**src/rtl/assert_macros.svh**
```systemverilog
// Assertion macros used by the top-level RTL file
`ifndef ASSERT_MACROS_SVH
`define ASSERT_MACROS_SVH

// Same-cycle implication, disabled while reset is asserted
`define SDAR_ASSERT_IMP(label, clk, rst_n, ante, cons, msg) \
	label: assert property (@(posedge clk) disable iff (!rst_n) (ante) |-> (cons)) \
		else $error(msg);

// Next-cycle implication, disabled while reset is asserted
`define SDAR_ASSERT_NXT(label, clk, rst_n, ante, cons, msg) \
	label: assert property (@(posedge clk) disable iff (!rst_n) (ante) |=> (cons)) \
		else $error(msg);

`endif

```
**src/rtl/sdar_pkg.sv**
```systemverilog
// Types and constants for the switch debounce and auto-repeat unit
`default_nettype none

package sdar_pkg;

	localparam int CHANNELS_DEF = 3;
	localparam int COUNT_W      = 8;
	localparam int LEVELS_W     = 3;
	localparam int CHAN_W       = 2;
	localparam int CFG_IDX_W    = 2;

	localparam logic [COUNT_W-1:0] COUNT_MAX = 8'hFF;

	localparam logic [COUNT_W-1:0] PRESS_THRESHOLD_RST = 8'd3;
	localparam logic [COUNT_W-1:0] REPEAT_START_RST    = 8'd200;
	localparam logic [COUNT_W-1:0] REPEAT_STEP_RST     = 8'd10;

	localparam logic [CFG_IDX_W-1:0] REG_PRESS_THRESHOLD = 2'd0;
	localparam logic [CFG_IDX_W-1:0] REG_REPEAT_START    = 2'd1;
	localparam logic [CFG_IDX_W-1:0] REG_REPEAT_STEP     = 2'd2;

	localparam logic CMD_TICK  = 1'b0;
	localparam logic CMD_QUERY = 1'b1;

	typedef struct packed {
		logic [COUNT_W-1:0] press_threshold;
		logic [COUNT_W-1:0] repeat_start;
		logic [COUNT_W-1:0] repeat_step;
	} cfg_t;

	typedef struct packed {
		logic tick;
		logic query;
		logic level;
	} lane_ctl_t;

endpackage

`default_nettype wire

```
**src/rtl/sdar_lane.sv**
```systemverilog
// One channel's press counter with its tick update and query match
`default_nettype none

module sdar_lane
	import sdar_pkg::*;
(
	input  wire logic      clk,
	input  wire logic      arst_n,
	input  wire lane_ctl_t ctl,
	input  wire cfg_t      cfg,
	output logic           hit
);

	logic [COUNT_W-1:0] count_q;
	logic [COUNT_W-1:0] count_d;
	logic               at_thr;
	logic               at_rpt;

	always_comb begin
		at_thr  = (count_q == cfg.press_threshold);
		at_rpt  = (count_q >= cfg.repeat_start);
		hit     = at_thr || at_rpt;
		count_d = count_q;
		if (ctl.tick) begin
			if (!ctl.level)
				count_d = '0;
			else if (count_q != COUNT_MAX)
				count_d = count_q + 1'b1;
		end else if (ctl.query && !at_thr && at_rpt) begin
			// repeat report: pull the count back by one period, wrapping
			count_d = count_q - cfg.repeat_step;
		end
	end

	always_ff @(posedge clk or negedge arst_n) begin
		if (!arst_n)
			count_q <= '0;
		else
			count_q <= count_d;
	end

endmodule

`default_nettype wire

```
**src/rtl/sdar_merge.sv**
```systemverilog
// Picks the queried lane's match out of all lanes
`default_nettype none

module sdar_merge
	import sdar_pkg::*;
#(
	parameter int CHANNELS = CHANNELS_DEF
)
(
	input  wire logic [CHANNELS-1:0] hits,
	input  wire logic                is_query,
	input  wire logic [CHAN_W-1:0]   chan,
	output logic                     press_event
);

	logic found;

	// channels out of range match no lane and so report nothing
	always_comb begin
		found = 1'b0;
		for (int i = 0; i < CHANNELS; i++)
			found = found | (hits[i] & (int'(chan) == i));
		press_event = is_query & found;
	end

endmodule

`default_nettype wire

```
**src/rtl/sdar_outbuf.sv**
```systemverilog
// Output register with one skid entry
`default_nettype none

module sdar_outbuf
	import sdar_pkg::*;
(
	input  wire logic clk,
	input  wire logic arst_n,
	input  wire logic take,
	input  wire logic event_d,
	output logic      in_stall,
	output logic      out_valid,
	input  wire logic out_stall,
	output logic      press_event
);

	logic out_valid_q;
	logic out_event_q;
	logic skid_valid_q;
	logic skid_event_q;
	logic out_free;

	assign out_free    = !out_valid_q || !out_stall;
	assign in_stall    = skid_valid_q;
	assign out_valid   = out_valid_q;
	assign press_event = out_event_q;

	always_ff @(posedge clk or negedge arst_n) begin
		if (!arst_n) begin
			out_valid_q  <= 1'b0;
			skid_valid_q <= 1'b0;
		end else if (out_free) begin
			out_valid_q  <= skid_valid_q || take;
			skid_valid_q <= 1'b0;
		end else if (take) begin
			skid_valid_q <= 1'b1;
		end
	end

	always_ff @(posedge clk) begin
		if (out_free) begin
			out_event_q <= skid_valid_q ? skid_event_q : event_d;
		end else if (take) begin
			skid_event_q <= event_d;
		end
	end

endmodule

`default_nettype wire

```
**src/rtl/switch_debounce_auto_repeat_unit.sv**
```systemverilog
// Switch debounce with auto-repeat: top level
//
// Input channel (in_valid/in_stall) carries cmd, switch_levels and query_channel;
// an item is taken at an edge with in_valid high and in_stall low. A tick item
// (cmd 0) steps every channel's press counter and answers press_event 0. A
// query item (cmd 1) answers whether the chosen channel reports a press or a
// repeat. Every item gives exactly one result on out_valid/out_stall.
// One counter lane per channel updates in the accept cycle; the merge picks
// the queried lane. Results are registered in the output register or skid
// entry; one item per cycle is sustained while the receiver keeps out_stall low.
// When out_stall holds a result, one more item lands in a skid entry, then
// in_stall rises until the output drains.
// Configuration writes (cfg_valid/cfg_ready, cfg_ready always high) set the
// press threshold, repeat start and repeat step; write them only when idle.
// Reset (arst_n low) clears all counters and the output, and loads
// thresholds 3, 200 and step 10.
`default_nettype none

module switch_debounce_auto_repeat_unit
	import sdar_pkg::*;
#(
	parameter int CHANNELS = CHANNELS_DEF
)
(
	input  wire logic                 clk,
	input  wire logic                 arst_n,
	input  wire logic                 in_valid,
	output logic                      in_stall,
	input  wire logic                 cmd,
	input  wire logic [LEVELS_W-1:0]  switch_levels,
	input  wire logic [CHAN_W-1:0]    query_channel,
	output logic                      out_valid,
	input  wire logic                 out_stall,
	output logic                      press_event,
	input  wire logic                 cfg_valid,
	output logic                      cfg_ready,
	input  wire logic [CFG_IDX_W-1:0] cfg_index,
	input  wire logic [COUNT_W-1:0]   cfg_data
);

	`include "assert_macros.svh"

	cfg_t                cfg_q;
	logic                accept;
	logic                is_query;
	logic [CHANNELS-1:0] hits;
	logic                event_d;

	assign cfg_ready = 1'b1;
	assign accept    = in_valid && !in_stall;
	assign is_query  = (cmd == CMD_QUERY);

	always_ff @(posedge clk or negedge arst_n) begin
		if (!arst_n) begin
			cfg_q.press_threshold <= PRESS_THRESHOLD_RST;
			cfg_q.repeat_start    <= REPEAT_START_RST;
			cfg_q.repeat_step     <= REPEAT_STEP_RST;
		end else if (cfg_valid && cfg_ready) begin
			unique case (cfg_index)
				REG_PRESS_THRESHOLD: cfg_q.press_threshold <= cfg_data;
				REG_REPEAT_START:    cfg_q.repeat_start    <= cfg_data;
				REG_REPEAT_STEP:     cfg_q.repeat_step     <= cfg_data;
				default: ;
			endcase
		end
	end

	for (genvar i = 0; i < CHANNELS; i++) begin : g_lane
		lane_ctl_t ctl;
		logic      level;

		// channels beyond the level field read as released
		if (i < LEVELS_W) begin : g_lvl
			assign level = switch_levels[i];
		end else begin : g_nolvl
			assign level = 1'b0;
		end

		assign ctl.tick  = accept && !is_query;
		assign ctl.query = accept && is_query && (int'(query_channel) == i);
		assign ctl.level = level;

		sdar_lane u_lane (
			.clk    (clk),
			.arst_n (arst_n),
			.ctl    (ctl),
			.cfg    (cfg_q),
			.hit    (hits[i])
		);
	end

	sdar_merge #(
		.CHANNELS (CHANNELS)
	) u_merge (
		.hits        (hits),
		.is_query    (is_query),
		.chan        (query_channel),
		.press_event (event_d)
	);

	sdar_outbuf u_outbuf (
		.clk         (clk),
		.arst_n      (arst_n),
		.take        (accept),
		.event_d     (event_d),
		.in_stall    (in_stall),
		.out_valid   (out_valid),
		.out_stall   (out_stall),
		.press_event (press_event)
	);

	`SDAR_ASSERT_IMP(a_skid_behind_out, clk, arst_n, in_stall, out_valid, "skid full with output empty")
	`SDAR_ASSERT_NXT(a_tick_silent, clk, arst_n, accept && (cmd == CMD_TICK) && !out_valid, out_valid && !press_event, "tick item gave a press")
	`SDAR_ASSERT_NXT(a_skid_fills, clk, arst_n, accept && out_valid && out_stall, in_stall, "item lost while output stalled")

endmodule

`default_nettype wire
```
**config.mk**
```make
export PLATFORM = sky130hd
export DESIGN_NAME = switch_debounce_auto_repeat_unit
export DESIGN_NICKNAME = d
export VERILOG_FILES = /design/src/rtl/sdar_pkg.sv /design/src/rtl/sdar_lane.sv /design/src/rtl/sdar_merge.sv /design/src/rtl/sdar_outbuf.sv /design/src/rtl/switch_debounce_auto_repeat_unit.sv
export VERILOG_INCLUDE_DIRS = /design/src /design/src/rtl
export SDC_FILE = /design/constraint.sdc
export NUM_CORES = 1
export LEC_CHECK = 0
export BUFFER_PORTS_ARGS = -buffer_cell sky130_fd_sc_hd__buf_2
export CORE_ASPECT_RATIO = 0.6
export CORE_UTILIZATION = 35
export CTS_CLUSTER_DIAMETER = 120
export DETAILED_ROUTE_END_ITERATION = 6
export PLACE_DENSITY = 0.52
export SLEW_MARGIN = 20
export SYNTH_ARGS = -nofsm -noshare
export SYNTH_HDL_FRONTEND = slang
export SYNTH_SLANG_ARGS = --single-unit
```
**constraint.sdc**
```tcl
create_clock -name clk -period 2.5 [get_ports clk]
set_input_delay 0.375 -clock clk [delete_from_list [all_inputs] [get_ports clk]]
set_output_delay 0.375 -clock clk [all_outputs]
set_load 0.05 [all_outputs]
```
; ---- Yosys cells after proc, flatten, opt, wreduce, memory -nomap -nowiden
; Cells that the tools add are included.
[totals]
ff_bits = 52
input_bits = 21
[op_classes]
addsub = 6
order_cmp = 3
eq_ne = 13
n_mux = 15
n_bitwise = 7
n_reduce_logical = 37
[ops]
columns = cell, n
row1 = $mux W8, 12
row2 = $add A8 B1 Y8 const B, 3
row3 = $eq A8 B8 Y1, 3
row4 = $ge A8 B8 Y1, 3
row5 = $ne A8 B8 Y1 const B, 3
row6 = $sub A8 B8 Y8, 3
row7 = $reduce_and A2 Y1, 7
row8 = $logic_and A1 B1 Y1, 12
row9 = $ne A3 B2 Y1 const B, 3
row10 = $reduce_bool A2 Y1, 4
row11 = $logic_not A1 Y1, 7
row12 = $eq A2 B2 Y1 const B, 3
row13 = $logic_or A1 B1 Y1, 5
row14 = $and A1 B1 Y1, 4
row15 = $logic_not A2 Y1, 2
row16 = $mux W1, 3
row17 = $eq A2 B1 Y1 const B, 1
row18 = $or A1 B1 Y1, 2
row19 = $not A1 Y1, 1

; ---- Depth between registers and ports, before layout
; Gate-level depths: netlist of run 1.
[logic_depth]
depth_word = 8
depth_mapped = 10
depth_no_buf = 10

; ---- Modules after synthesis
; From an unflattened synthesis of run 1, not the netlist that was laid out.
[unflattened]
cells_unflattened = 515
area_unflattened_um2 = 4840.9
[modules_own_cells]
columns = module, n_inst, cells_per_inst, area_each_um2, seq_area_each_um2
row1 = sdar_lane at g_lane[1].u_lane ..., 2, 150, 1246.2, 200.2
row2 = sdar_lane at g_lane[0].u_lane, 1, 143, 1193.6, 200.2
row3 = switch_debounce_auto_repeat_unit, 1, 59, 972.2, 609.3
row4 = sdar_outbuf, 1, 9, 153.9, 110.1
row5 = sdar_merge, 1, 4, 28.8, 0.0

; ---- Worst setup path after synthesis of run 1
; No wires, ideal clock.
[synth_timing]
path_type = reg-to-reg
start = register cfg_q[1] (netlist name)
end = register g_lane[0].u_lane.count_q[7]
arrival_time_ns = 2.227
t_required_ns = 2.410
slack_ns = 0.183
stages_incl_launch_ff = 10
n_path_buf = 0
period_less_slack_ns = 2.317
path_cell_list = dfstp_2 inv_1 ha_1 nor2b_1 o2111ai_1 o211ai_1 o41ai_1 xnor2_1 or4_1 o221ai_1
[synth_between]
elab_chain_cells = 3
[synth_rtl]
columns = element, line
row1 = from (decl), switch_debounce_auto_repeat_unit.sv:43  ; cfg_t cfg_q;
row2 = $sub A8 B8 Y8, sdar_lane.sv:31  ; count_d = count_q - cfg.repeat_step;
row3 = $mux W8, sdar_lane.sv:29  ; end else if (ctl.query && !at_thr && at_rpt) begin
row4 = $mux W8, sdar_lane.sv:24  ; if (ctl.tick) begin
row5 = to (signal assigned), sdar_lane.sv:39  ; count_q <= count_d;
row6 = to (decl), sdar_lane.sv:14  ; logic [COUNT_W-1:0] count_q;
; Every way passes these cells. The select of a mux whose other input is x is not followed.
; A chain may end at the register's enable or synchronous reset.

; ---- Worst setup path in the final report of run 1
; Same ends and word-level chain as after synthesis.

==> out/metrics.yaml, run 1 <==
grtUsageTotal_pct: 21.7
clockRootBuffer: "sky130_fd_sc_hd__clkbuf_16"
worstHoldPathCells: 3
design.final.nets: 575
finalMaxSlewViolations: 0
wire_length_of_the_first_global_routing_pass_mm: 19.7
antenna_violating_nets_post_route: 0
max_clock_freq_mhz: 409
yosys_warnings: 0
grt_start_max_net_pins: 28
mappedNetlistArea_um2: 4200
routed_wl_mm: 12.7
initial_core_util_pct: 36.6
maxSlewHeadroom_pct: 51.7
placeableCoreArea_um2: 11500
critical_path.slowest_cell: "sky130_fd_sc_hd__dfstp_2"
cp_max_fo: 3
placement.io_buffers: 23
flow.area_growth_from_synthesis_pct: 17.9
cp-start-kind: "flip-flop"
timing.final.setup_violations: 0
cts.sink_count: 52
antenna_cells_inserted: 0
max-vdd-ir-drop_mv: 0.551
drt_pass1_iterations: 4
power.internal_uw: 3140
postSynthCellCount: 458
routed_wirelength_normalized_by_instance_count_um: 19.1
maxCapViolCount: 0
pin_count: 25
die_w_um: 143
clkTransAtPathRegs_ps: 80
power.density_cell_area_nw_per_um2: 1150
sw_share_pct: 45.0
synthesis.nets: 530
layout_min_cycle_time_ps: 2450
floorplan.die_area_um2: 12500
path_class: "flip-flop to flip-flop"
worst_path_largest_cell_delay_ps: 560
share_clk_of_total_power_pct: 13.5
cts_tree: "yes"
final-hold-violation-count: 0
yosysSeqAreaShare_pct: 31.4
synthesis.area_per_instance_um2: 9.18
tightestPinTransition_ps: 721
finalSetupTns_ps: 0
setup.worst_path.end_class: "flip-flop"
first_global_vias: 3480
htree_num_levels: 2
layout_cells_sized_above_1_pct: 22.2
comb_power_share_pct: 59.0
die-height_um: 86.9
asyncSetResetFlopFracSynth_pct: 96.2
cts_max_path_buffers: 2
synth_ff_type: "sky130_fd_sc_hd__dfrtp_1"
num_vias: 3647
grt.overflow.total: 0
drt-vias-per-instance: 5.49
cts-buffers-inserted: 5
drt_first_iter_violations: 178
timing.hold.worst.class: "input pin to flip-flop"
crit_path_cell_trace: "inv_4 > ha_4 > nor2b_1 > o2111ai_1 > o211ai_1 > o41ai_2 > xnor2_1 > or4_1 > o221ai_2"
ys_ff_latch: 52
skew_pair_late_insertion_delay_ps: 300
grt_antenna_before_repair: 0
setup_repair_after_global_routing_missed_its_margin: "true"
fill_cells: 1140
status: "finished clean"
synth-edff-count: 2
netSwitchingPower_uw: 2560
synth.lib_cells_used.distinct: 53
timing.critical_path.arrival_ps: 2670
timing.clock.skew_ps: 6.97
placement_rows: 30
power.leakage_uw: 0.00219
critPathRequiredTime_ps: 2720
reg2reg_depth: 9
drc: 0
gp_congestion: 0.832
sequentialPowerShare_pct: 27.5
finalCritPeriodShare_pct: 97.9
place.detailed.hpwl_mm: 9.67
final_core_util_pct: 43.2
==> Yosys cell counts, drive strengths merged (2+ instances only) <==
| cell type | count | share of area (%) |
|---|---|---|
| o41ai | 3 | 0.63 |
| mux2 | 25 | 6.7 |
| nand2b | 6 | 0.89 |
| nand4 | 3 | 0.45 |
| or2 | 2 | 0.30 |
| xor2 | 20 | 4.2 |
| and3 | 12 | 1.8 |
| nand3b | 6 | 1.1 |
| o22ai | 3 | 0.45 |
| ha | 48 | 14 |
| nor2 | 41 | 3.7 |
| nor2b | 9 | 1.3 |
| a21o | 2 | 0.36 |
| dfstp | 7 | 4.4 |
| xnor2 | 20 | 4.2 |
| fa | 3 | 1.4 |
| a221o | 2 | 0.48 |
| a22oi | 2 | 0.36 |
| inv | 26 | 2.3 |
| a21oi | 25 | 3.0 |
| and2 | 2 | 0.30 |
| buf | 3 | 0.42 |
| edfxtp | 2 | 1.4 |
| o21ai | 42 | 5.0 |
| o21a | 6 | 1.1 |
| nand3 | 11 | 1.3 |
| nor4 | 5 | 0.74 |
| nand2 | 16 | 1.4 |
| dfrtp | 43 | 26 |
| a211oi | 2 | 0.36 |
| nor3b | 11 | 2.2 |
| o211ai | 3 | 0.54 |
| o221ai | 2 | 0.42 |
| or4 | 2 | 0.36 |
| o2111ai | 4 | 0.83 |
| or3 | 2 | 0.30 |
| clkbuf | 8 | 0.71 |
| nor3 | 8 | 0.95 |
| a311oi | 3 | 0.63 |
| a31oi | 7 | 1.0 |
==> timing repair <==
item / in CTS / in global routing
pin swaps: 0 / 3
setup endpoints to repair: 7 / 23
hold endpoints to repair: 7 / 0
setup buffers: 0 / 2
gates resized for setup: 2 / 24
cloned: 0 / 0
hold buffers: 1 / 0
==> final cells by class <==
type	count	area, um^2	share of cell area [%]
Sequential cell	52	1320	26.7
Multi-Input combinational cell	369	2860	57.6
Clock inverter	3	28.8	0.581
Inverter	26	100	2.02
Timing Repair Buffer	49	325	6.56
Tap cell	160	200	4.04
Clock buffer	5	125	2.52
==> worst paths after layout <==
path | end | from | slack [ps]
worst max-delay path | g_lane[0].u_lane.count_q[7] | cfg_q[1] | 50
max in group asynchronous | cfg_q[17] | arst_n | 1370
worst min register to register | cfg_q[5] | cfg_q[5] | 510
worst max register to register | g_lane[0].u_lane.count_q[7] | cfg_q[1] | 50
min in group asynchronous | g_lane[1].u_lane.count_q[6] | arst_n | 460
worst min-delay path | u_outbuf.out_valid | in_valid | 300
==> per-layer routing <==
metal	vias to the layer above	GRT usage (%)	wire [um]
li1	1766	-	-
met1	1762	33.4	6480
met2	107	30.6	5040
met3	12	4.73	1040
met4	0	4.06	113
met5	-	0	0
==> logic make-up after synthesis <==
logic type / after synthesis / share of synthesized area [%]
adder cells (fa/ha/maj): 51 / 15.7
XOR/XNOR: 40 / 8.33
flip-flops: 52 / 31.4
other: 1 / 0.0892
AO/OA/AOI/OAI: 114 / 16.8
buffers and inverters: 37 / 3.45
multiplexers: 26 / 6.93
AND/OR/NAND/NOR: 137 / 17.3
==> cells in the final DEF, fill, tap and decap left out, drive strengths merged, types with 3 or more instances in the layout <==
cell and count:
nor4 5, o21ai 42, mux2 25, xor2 20
xnor2 20, nand3b 6, nor3b 11, buf 48
nor3 8, dfstp 7, inv 29, a21oi 25
and3 12, a311oi 3, o22ai 3, clkbuf 5
nor2b 9, o41ai 3, dfrtp 43, o21a 6
nor2 41, nand4 3, ha 48, o211ai 3
nand3 11, a31oi 7, fa 3, nand2b 6
o2111ai 4, nand2 16
==> per-stage QoR <==
stage | cells | setup slack, ps | hold slack, ps | total power, uW | instance area (um^2)
after global placement | 653 | -80.2 | 246 | 4600 | 4660
after global routing | 664 | -14.4 | 308 | 6220 | 4960
after floorplan | 458 | 183 | 79.4 | 3710 | 4200
after CTS | 662 | 2.29 | 298 | 5500 | 4830
final | 664 | 53.7 | 302 | 5700 | 4960
after detailed placement | 653 | -117 | 252 | 4670 | 4660
==> worst max-delay path: cells and delay by family (launching register included) <==
| kind | cells | cell delay [ps] |
|---|---|---|
| adder cells (fa/ha/maj) | 1 | 240 |
| XOR/XNOR | 1 | 120 |
| flip-flops | 1 | 560 |
| AND/OR/NAND/NOR | 2 | 580 |
| buffers and inverters | 1 | 50 |
| AO/OA/AOI/OAI | 4 | 820 |
==> flip-flops by register name (all words and copies together) (netlist names) <==
register,cells
g_lane.u_lane.count_q,24
u_outbuf.press_event,1
u_outbuf.skid_event_q,1
u_outbuf.out_valid,1
u_outbuf.in_stall,1
cfg_q,24
==> power groups by stage <==
stage / registers [uW] / logic [uW] / clock network [uW]
6_report: 1570 / 3360 / 769
5_1_grt: 1620 / 3780 / 821
4_1_cts: 1550 / 3160 / 789
3_5_place_dp: 1570 / 3110 / 0
3_3_place_gp: 1560 / 3040 / 0
2_1_floorplan: 1480 / 2230 / 0
(Power assumes the default switching activity.)
==> inputs of run 2 (changes only) <==
--- a/config.mk
+++ b/config.mk
@@ -6,12 +6,13 @@
 export SDC_FILE = /design/constraint.sdc
 export NUM_CORES = 1
 export LEC_CHECK = 0
+export ABC_AREA = 1
 export BUFFER_PORTS_ARGS = -buffer_cell sky130_fd_sc_hd__buf_2
 export CORE_ASPECT_RATIO = 0.6
-export CORE_UTILIZATION = 35
+export CORE_UTILIZATION = 29
 export CTS_CLUSTER_DIAMETER = 120
 export DETAILED_ROUTE_END_ITERATION = 6
-export PLACE_DENSITY = 0.52
+export PLACE_DENSITY = 0.44
 export SLEW_MARGIN = 20
 export SYNTH_ARGS = -nofsm -noshare
 export SYNTH_HDL_FRONTEND = slang
==> out/metrics.yaml, run 2 <==
status: "finished with violations"  # was finished clean
violations_in_the_final_reports: "DRC"
yosys_warnings: 0  # unchanged
min_delay_worst_endpoint: "cfg_q[17]"  # was u_outbuf.out_valid
gp_congestion: 0.886  # was 0.832
maxCapViolCount: 0  # unchanged
cp-start-kind: "flip-flop"  # unchanged
placement.io_buffers: 23  # unchanged
timing.hold.worst.class: "input pin to flip-flop"  # unchanged
grt_start_max_net_pins: 29  # was 28
setup.worst_path.end_class: "flip-flop"  # unchanged
drt_pass1_iterations: 7  # was 4
num_vias: 4295  # was 3647
postSynthCellCount: 671  # was 458
cts.sink_count: 52  # unchanged
synth_commonest_cells: "207 x sky130_fd_sc_hd__nand2_1, 91 x sky130_fd_sc_hd__inv_1, 67 x sky130_fd_sc_hd__nand3_1, 48 x sky130_fd_sc_hd__ha_1, 48 x sky130_fd_sc_hd__o21ai_0"  # was 48 x sky130_fd_sc_hd__ha_1, 43 x sky130_fd_sc_hd__dfrtp_1, 42 x sky130_fd_sc_hd__o21ai_0, 41 x sky130_fd_sc_hd__nor2_1, 26 x sky130_fd_sc_hd__inv_1
clkTransAtPathRegs_ps: 80  # about the same
drc: 2  # was 0
synth_ff_type: "sky130_fd_sc_hd__dfrtp_1"  # unchanged
final-hold-violation-count: 0  # unchanged
cts-buffers-inserted: 5  # unchanged
final_core_util_pct: 33.3  # was 43.2%
place.detailed.hpwl_mm: 11.3  # was 9.67 mm
finalSetupTns_ps: 0  # unchanged
mostFrequentLayoutCell: "sky130_fd_sc_hd__nand2_1"  # was sky130_fd_sc_hd__ha_1
synthesis.area_per_instance_um2: 6.95  # was 9.18 um^2
grt.overflow.total: 0  # unchanged
first_global_vias: 3963  # was 3480
routed_wl_mm: 14.3  # was 12.7 mm
asyncSetResetFlopFracSynth_pct: 96.2  # unchanged
placement_rows: 35  # was 30
path_class: "flip-flop to flip-flop"  # unchanged
synthesis.nets: 743  # was 530
placeableCoreArea_um2: 15500  # was 11500 um^2
finalCritPeriodShare_pct: 89.4  # was 97.9%
skew_pair_late_insertion_delay_ps: 300  # about the same
drt_first_iter_violations: 432  # was 178
netlist.top_cell.by_area: "sky130_fd_sc_hd__dfrtp_1"  # unchanged
post-synth-top-count-cell: "sky130_fd_sc_hd__nand2_1"  # was sky130_fd_sc_hd__ha_1
cts_tree: "yes"  # unchanged
timing.critical_path.arrival_ps: 2480  # was 2670 ps
grtUsageTotal_pct: 18.4  # was 21.7%
die-height_um: 100  # was 86.9 um
layout_cells_sized_above_1_pct: 10.0  # was 22.2%
synth_top_area_share_pct: 23.1  # was 25.6%
design.final.nets: 769  # was 575
regToRegStartpoint: "cfg_q[1]"  # unchanged
largestRegisters: "cfg_q (24), g_lane.u_lane.count_q (24)"  # unchanged
synth_top_cells_by_area: "sky130_fd_sc_hd__dfrtp_1 23%, sky130_fd_sc_hd__nand2_1 17%, sky130_fd_sc_hd__ha_1 13%, sky130_fd_sc_hd__inv_1 7.3%, sky130_fd_sc_hd__nand3_1 7.2%"  # was sky130_fd_sc_hd__dfrtp_1 26%, sky130_fd_sc_hd__ha_1 14%, sky130_fd_sc_hd__mux2_2 6.7%, sky130_fd_sc_hd__o21ai_0 5.0%, sky130_fd_sc_hd__dfstp_2 4.4%
maxSlewHeadroom_pct: 61.1  # was 51.7%
antenna_violating_nets_post_route: 0  # unchanged
hp-start: "cfg_data[1]"  # was in_valid
wire_length_of_the_first_global_routing_pass_mm: 22.9  # was 19.7 mm
r2r_end: "g_lane[2].u_lane.count_q[7]"  # was g_lane[0].u_lane.count_q[7]
flow.area_growth_from_synthesis_pct: 10.9  # was 17.9%
die_w_um: 166  # was 143 um
worstHoldPathCells: 3  # unchanged
power.leakage_uw: 0.00275  # was 0.00219 uW
yosysSeqAreaShare_pct: 28.3  # was 31.4%
tightestPinTransition_ps: 582  # was 721 ps
most-common-layout-cells: "207 x sky130_fd_sc_hd__nand2_1, 91 x sky130_fd_sc_hd__inv_1, 67 x sky130_fd_sc_hd__nand3_1, 48 x sky130_fd_sc_hd__o21ai_0, 48 x sky130_fd_sc_hd__ha_1"  # was 45 x sky130_fd_sc_hd__ha_1, 42 x sky130_fd_sc_hd__dfrtp_1, 41 x sky130_fd_sc_hd__nor2_1, 39 x sky130_fd_sc_hd__o21ai_0
cp_max_fo: 5  # was 3
setup_repair_after_global_routing_missed_its_margin: "false"  # was true
cts_post_setup_buffers_inserted: 0  # unchanged
ys_ff_latch: 52  # unchanged
synth-edff-count: 2  # unchanged
finalMaxSlewViolations: 0  # unchanged
mappedNetlistArea_um2: 4660  # was 4200 um^2
timing.clock.skew_ps: 11.4  # was 6.97 ps
floorplan.die_area_um2: 16600  # was 12500 um^2
antenna_cells_inserted: 0  # unchanged
drt-vias-per-instance: 4.77  # was 5.49
rrSetupSlack_ps: 270  # was 50 ps
pin_count: 25  # unchanged
power.density_cell_area_nw_per_um2: 1070  # was 1150 nW/um^2
layout_min_cycle_time_ps: 2230  # was 2450 ps
initial_core_util_pct: 30.0  # was 36.6%
reg2reg_depth: 10  # was 9
critPathRequiredTime_ps: 2750  # was 2720 ps
max-vdd-ir-drop_mv: 0.324  # was 0.551 mV
routed_wirelength_normalized_by_instance_count_um: 15.9  # was 19.1 um
grt_antenna_before_repair: 0  # unchanged
timing.final.setup_violations: 0  # unchanged
synth.lib_cells_used.distinct: 42  # was 53
cts_max_path_buffers: 2  # unchanged
clockRootBuffer: "sky130_fd_sc_hd__clkbuf_16"  # unchanged
max_clock_freq_mhz: 448  # was 409 MHz
htree_num_levels: 2  # unchanged
run 2: changes by cell type after synthesis, sizes merged, moves of 7 or more:
cell   previous run  this run
nand3            11        68
inv              26        96
mux2             25         0
and3             12         0
nand4             3        10
xor2             20         5
a31oi             7         0
nand2            16       219
o21ai            42        55
nor2b             9         0
nor3b            11         0
run 2: cell type report:
cell class / instances / area (um^2)
Fill cell: 1695 / 10400
Sequential cell: 52 / 1320
Clock buffer: 5 / 125
Clock inverter: 3 / 28.8
Multi-Input combinational cell: 514 / 2930
Timing Repair Buffer: 27 / 148
Inverter: 97 / 369
Tap cell: 203 / 254
run 2: per-layer routing:
metal,routed length (um),track usage (%),vias to the layer above
met5,0,0,-
met1,8110,29.3,1975
met3,748,3.00,4
li1,-,-,2227
met2,5400,25.7,89
met4,50,2.01,0
run 2: how the worst max path moves through the flow:
stage                             endpoint  slack [ps]  startpoint  depth (start not counted)
6_report       g_lane[2].u_lane.count_q[7]         270    cfg_q[1]                         10
5_1_grt        g_lane[2].u_lane.count_q[7]         110    cfg_q[1]                         10
4_1_cts        g_lane[2].u_lane.count_q[7]         280    cfg_q[1]                         10
3_5_place_dp   g_lane[2].u_lane.count_q[7]         300    cfg_q[1]                         10
3_3_place_gp   g_lane[2].u_lane.count_q[7]         340    cfg_q[1]                          9
2_1_floorplan         u_outbuf.press_event         760   cfg_q[15]                         10
run 2: kinds of logic after synthesis:
group           count (synthesis)  share of synthesized area (%)
simple gates                  346                           33.5
xor+xnor                       22                           4.13
flops                          52                           28.3
compound gates                 94                           10.9
buf+inv                       105                           8.91
other cells                     1                         0.0804
fa+ha+maj                      51                           14.2
run 2: timing repair:
action / CTS / global route
endpoints found under the hold margin: 6 / 0
hold buffers: 1 / 0
resized for setup: 0 / 0
run 2: worst max-delay path, stage by stage (launching register included):
cell and delay, ps:
sky130_fd_sc_hd__dfstp_2 670, sky130_fd_sc_hd__inv_1 180, sky130_fd_sc_hd__ha_1 320, sky130_fd_sc_hd__nand2_1 50
sky130_fd_sc_hd__o21ai_1 320, sky130_fd_sc_hd__nand3_1 180, sky130_fd_sc_hd__nand3_1 100, sky130_fd_sc_hd__nand2_1 50
sky130_fd_sc_hd__o21ai_1 130, sky130_fd_sc_hd__nand3_1 100, sky130_fd_sc_hd__nand2_1 70
run 2: per-stage QoR:
stage                     std cells  total power, uW  setup slack [ps]  cell area (um^2)  hold slack, ps
after global routing            901             6230               114              5170             348
after CTS                       901             5580               277              5170             322
after global placement          892             4740               340              5010             235
after detailed placement        892             4770               305              5010             238
after floorplan                 671             3940               756              4660            79.4
final                           901             5560               266              5170             330
run 2: power breakdown:
part | switching (uW) | internal (uW)
combinational | 1870 | 1270
sequential | 551 | 1110
clock | 382 | 388
total | 2800 | 2760
